### config.mk
export PLATFORM = sky130hd
export DESIGN_NAME = tcfir_ram
export DESIGN_NICKNAME = d
export VERILOG_FILES = /design/src/sv/tcfir_ram.sv
export SDC_FILE = /design/constraint.sdc
export NUM_CORES = 1
export LEC_CHECK = 0
export BUFFER_PORTS_ARGS = -buffer_cell sky130_fd_sc_hd__buf_2
export CAP_MARGIN = 15
export CORE_MARGIN = 4
export CORE_UTILIZATION = 45
export CTS_CLUSTER_SIZE = 12
export DETAILED_ROUTE_END_ITERATION = 6
export MAX_ROUTING_LAYER = met4
export PLACE_DENSITY = 0.75
export SLEW_MARGIN = 20
export SYNTH_ARGS = -nofsm -noshare
export SYNTH_HDL_FRONTEND = slang
export SYNTH_SLANG_ARGS = --single-unit
export TNS_END_PERCENT = 5
### constraint.sdc
create_clock -name clock -period 1.5 [get_ports clock]
set_input_delay 0.075 -clock clock [delete_from_list [all_inputs] [get_ports clock]]
set_output_delay 0.075 -clock clock [all_outputs]
set_load 0.05 [all_outputs]
### src/sv/tcfir_ram.sv
// generic single write port ram with registered read
module tcfir_ram #(
   parameter int WIDTH = 8,
   parameter int DEPTH = 16,
   localparam int AW   = (DEPTH > 1) ? $clog2(DEPTH) : 1
) (
   input  logic             clock,
   input  logic             wr_en,
   input  logic [AW-1:0]    wr_addr,
   input  logic [WIDTH-1:0] wr_data,
   input  logic [AW-1:0]    rd_addr,
   output logic [WIDTH-1:0] rd_data
);

   logic [WIDTH-1:0] mem_ff [DEPTH];
   logic [WIDTH-1:0] rd_data_ff;

   always_ff @(posedge clock) begin
      if (wr_en) begin
         mem_ff[wr_addr] <= wr_data;
      end
      rd_data_ff <= mem_ff[rd_addr];
   end

   assign rd_data = rd_data_ff;

endmodule

==> reports/summary.log <==
[logic_synthesis] number of synthesized register bits 136
[logic_synthesis] Syn Inst Count 229
[placed_design] DP Wirelength 5959 µm
[clock_network] CTS max path bufs 2
[clock_network] Clock H-tree levels 4
[floorplanning] height of the die 115.0 µm
[logic_synthesis] Post-Syn Nets 247
[placed_design] worst setup slack after placement -0.06342 ns
[placed_design] GP Congestion 0.8198
[worst_setup_path] critical path start-end classification reg -> reg
[pwr] switching part of the total power 0.2120
[floorplanning] I/O pin cnt 26
[pwr] power density normalized to cell area 1392 nW/µm²
[clock_network] post-CTS resize count 0
[grt] maximum number of pins on one net before global-route repair 21
[worst_hold_path] worst hold stages 1
[cells_and_area] final design instance area without fill 6091 µm²
[cells_and_area] Filler Cell Count 830
[worst_setup_path] Reg2Reg Depth 3
[clock_network] setup bufs post-CTS 0
[outcome] result of the run finished, final reports clean
[placed_design] total placed cells including tap cells 405
[grt] aggregate global-route resource usage 0.1596
[cells_and_area] Area Overhead vs Synth 18.33%
[worst_setup_path] crit start category flop
[cells_and_area] final std cells w/o fill 437
[pwr] sum of internal, switching and leakage power 0.008479 W
[grt] total gr overflow 0
[route] detailed-router iteration count before antenna repair 5
[timing] unrepaired setup endpoints after global routing no
[clock_network] TritonCTS Sinks 136
[timing] setup slack after layout 0.1764 ns
[placed_design] total cell area at the placement stage 5549 µm²
[timing] total count of hold-check failures in the final report 0
[clock_network] later-pin clock latency in the skew report 0.41 ns
[pwr] LEAKAGE 2.067 nW
[timing] fin crit share 0.8824
[timing] Setup TNS 0 ns
[clock_network] Clock transition at path regs 0.06 ns
[floorplanning] Die Outline Area 13,210 µm²
[worst_setup_path] endpoint class of the critical path flop
[timing] final number of max-transition violations 0
[timing] worst relative slew slack 0.6135
[timing] post-layout min period 1.324 ns
[route] DRC viols 0
[route] antenna viol nets, final 0
[logic_synthesis] count of unique library cells instantiated by Yosys 19
[pwr] maximum vdd drop 0.9268 mV
[clock_network] hold buffers post-CTS 0
[worst_setup_path] arrival time reported for the critical path endpoint 1.61 ns
[logic_synthesis] register area share after synthesis 0.7778
[worst_setup_path] required time at the worst-slack endpoint 1.79 ns
[route] routed wirelength normalized by instance count 21.44 µm
[grt] number of antenna violations at the first check in global routing 0
[worst_setup_path] largest driver fanout on the critical path 1
[route] overall routed net length 9369 µm
[route] detailed-route vias per instance 5.547
[clock_network] TritonCTS buffer count 17
[timing] actual transition at the worst max-transition pin 0.5776 ns
[floorplanning] Core Rows 38
[floorplanning] horizontal die dimension 115.0 µm
[floorplanning] initial core utilization 0.4667
[cells_and_area] Antenna diodes 0
[pwr] share of power burned in the clock network 0.440
[logic_synthesis] post-synthesis average cell area 22.48 µm²
[grt] number of global-route vias before repair 2,461
[timing] Achievable Freq 755.5 MHz
[pwr] Int Pwr 0.006681 W
[cells_and_area] final layout net count 302
[pwr] part of the total power dissipated in sequential elements 0.504
[clock_network] Root Buffer clkbuf_16
[clock_network] clock tree from TritonCTS built
[timing] number of setup violations in the final report 0
[logic_synthesis] Mapped Area 5147 µm²
[pwr] net switching power of the design 0.001797 W
[pwr] logic gate share of total power 0.056
[worst_hold_path] class of the tightest hold or removal check in -> reg
[grt] global-route wire length before repair 14,640 µm
[route] vias after detailed routing 2,424
[route] initial detailed-routing violation count 231
[cells_and_area] ratio of cells with drive above 1 in the final layout 0.3199
[timing] worst setup skew after layout 0.006669 ns
[flow_run] maxcap violations 0
[floorplanning] Core Box Area 11,030 µm²
[placed_design] count of port buffers added during placement 25
[logic_synthesis] total number of yosys warnings 0
-- cell families (layout without fill, tap and decap cells) --
logic type,count (synthesis),after routing,share of synthesized area
DFF,136,136,0.7778
and+or+nand+nor,35,35,0.03184
muxes,32,32,0.1502
AOI/OAI and AO/OA,16,16,0.02334
buffers and inverters,10,78,0.01677
-- routing by layer --
| metal | vias to the layer above | GRT usage | share of wire |
|---|---|---|---|
| met3 | 8 | 0.04158 | 0.045 |
| met5 | - | - | 0 |
| met2 | 65 | 0.2423 | 0.51 |
| li1 | 1080 | - | - |
| met1 | 1271 | 0.2085 | 0.44 |
| met4 | 0 | 0.06103 | 0.011 |
-- flip-flops by register name, indices dropped and copies added (netlist names) --
| name | count |
|---|---|
| mem_ff | 128 |
| rd_data | 8 |
-- final cells by class --
cell class	instances	area, µm²	share of cell area
sequential	136	4004	0.6574
multi-input combinational	83	1062	0.1744
clock buffer	19	432.9	0.07108
timing repair buffer	46	307.8	0.05053
tap	140	175.2	0.02876
clock inverter	13	108.9	0.01787
-- layout by cell type, fill, tap and decap left out --
| master | n |
|---|---|
| nor2b_1 | 1 |
| buf_4 | 19 |
| edfxtp_1 | 128 |
| nor3_1 | 3 |
| a22oi_1 | 16 |
| nand3b_1 | 2 |
| nor2_1 | 13 |
| mux4_2 | 18 |
| dfxtp_1 | 8 |
| nand3_1 | 1 |
| nor3_2 | 1 |
| clkbuf_1 | 2 |
| clkinv_2 | 4 |
| clkinv_1 | 1 |
| and2b_1 | 1 |
| or3b_2 | 1 |
| bufinv_16 | 1 |
| clkbuf_16 | 17 |
| and2_1 | 1 |
| nand2_1 | 9 |
| clkinv_4 | 2 |
| nand2b_1 | 2 |
| mux4_1 | 14 |
| buf_2 | 25 |
| buf_12 | 2 |
| clkinvlp_4 | 5 |
-- worst max-delay path: stages (launching register included) --
cell,delay (ns)
edfxtp_1,0.35
mux4_1,0.50
a22oi_1,0.28
nand2_1,0.07
-- final timing paths --
check                                        startpoint                      to  slack (ns)
worst max-delay path             mem_ff[9][1]$_DFFE_PP_      rd_data[1]$_DFF_P_        0.18
worst min-delay path                         wr_data[2]  mem_ff[7][2]$_DFFE_PP_        0.05
worst max register to register   mem_ff[9][1]$_DFFE_PP_      rd_data[1]$_DFF_P_        0.18
worst min register to register  mem_ff[14][6]$_DFFE_PP_      rd_data[6]$_DFF_P_        0.67
-- cell usage after synthesis --
| library cell | count | area share |
|---|---|---|
| clkdlybuf4s25_2 | 3 | 0.0058 |
| dfxtp_1 | 8 | 0.031 |
| mux4_2 | 18 | 0.079 |
| nand2b_1 | 2 | 0.0024 |
| edfxtp_1 | 128 | 0.75 |
| nor3_1 | 4 | 0.0039 |
| nand3_1 | 1 | 0.00097 |
| mux4_1 | 14 | 0.071 |
| buf_4 | 1 | 0.0015 |
| or3b_2 | 1 | 0.0017 |
| nand3b_1 | 2 | 0.0029 |
| nor2b_1 | 1 | 0.0012 |
| buf_6 | 3 | 0.0066 |
| and2b_1 | 1 | 0.0015 |
| nor2_1 | 13 | 0.0095 |
| buf_2 | 3 | 0.0029 |
| a22oi_1 | 16 | 0.023 |
| and2_1 | 1 | 0.0012 |
| nand2_1 | 9 | 0.0066 |
-- power by group through the flow --
| stage | Sequential, W | Combinational (W) | Clock [W] |
|---|---|---|---|
| final | 0.00427 | 0.000478 | 0.00373 |
| after global routing | 0.00428 | 0.000513 | 0.00398 |
| after CTS | 0.00428 | 0.000484 | 0.00379 |
| after detailed placement | 0.00435 | 0.000480 | 0 |
| after global placement | 0.00435 | 0.000466 | 0 |
| after floorplan | 0.00443 | 0.000216 | 0 |
-- through the flow --
stage	hold WS, ns	util
floorplan	0.1739	-
global placement	0.4576	0.5031
detailed placement	0.4716	0.5031
CTS	0.03377	0.5522
global route	0.04982	0.5522
finish	0.04678	0.5522
Note: power is estimated with default switching activity, not from simulation.
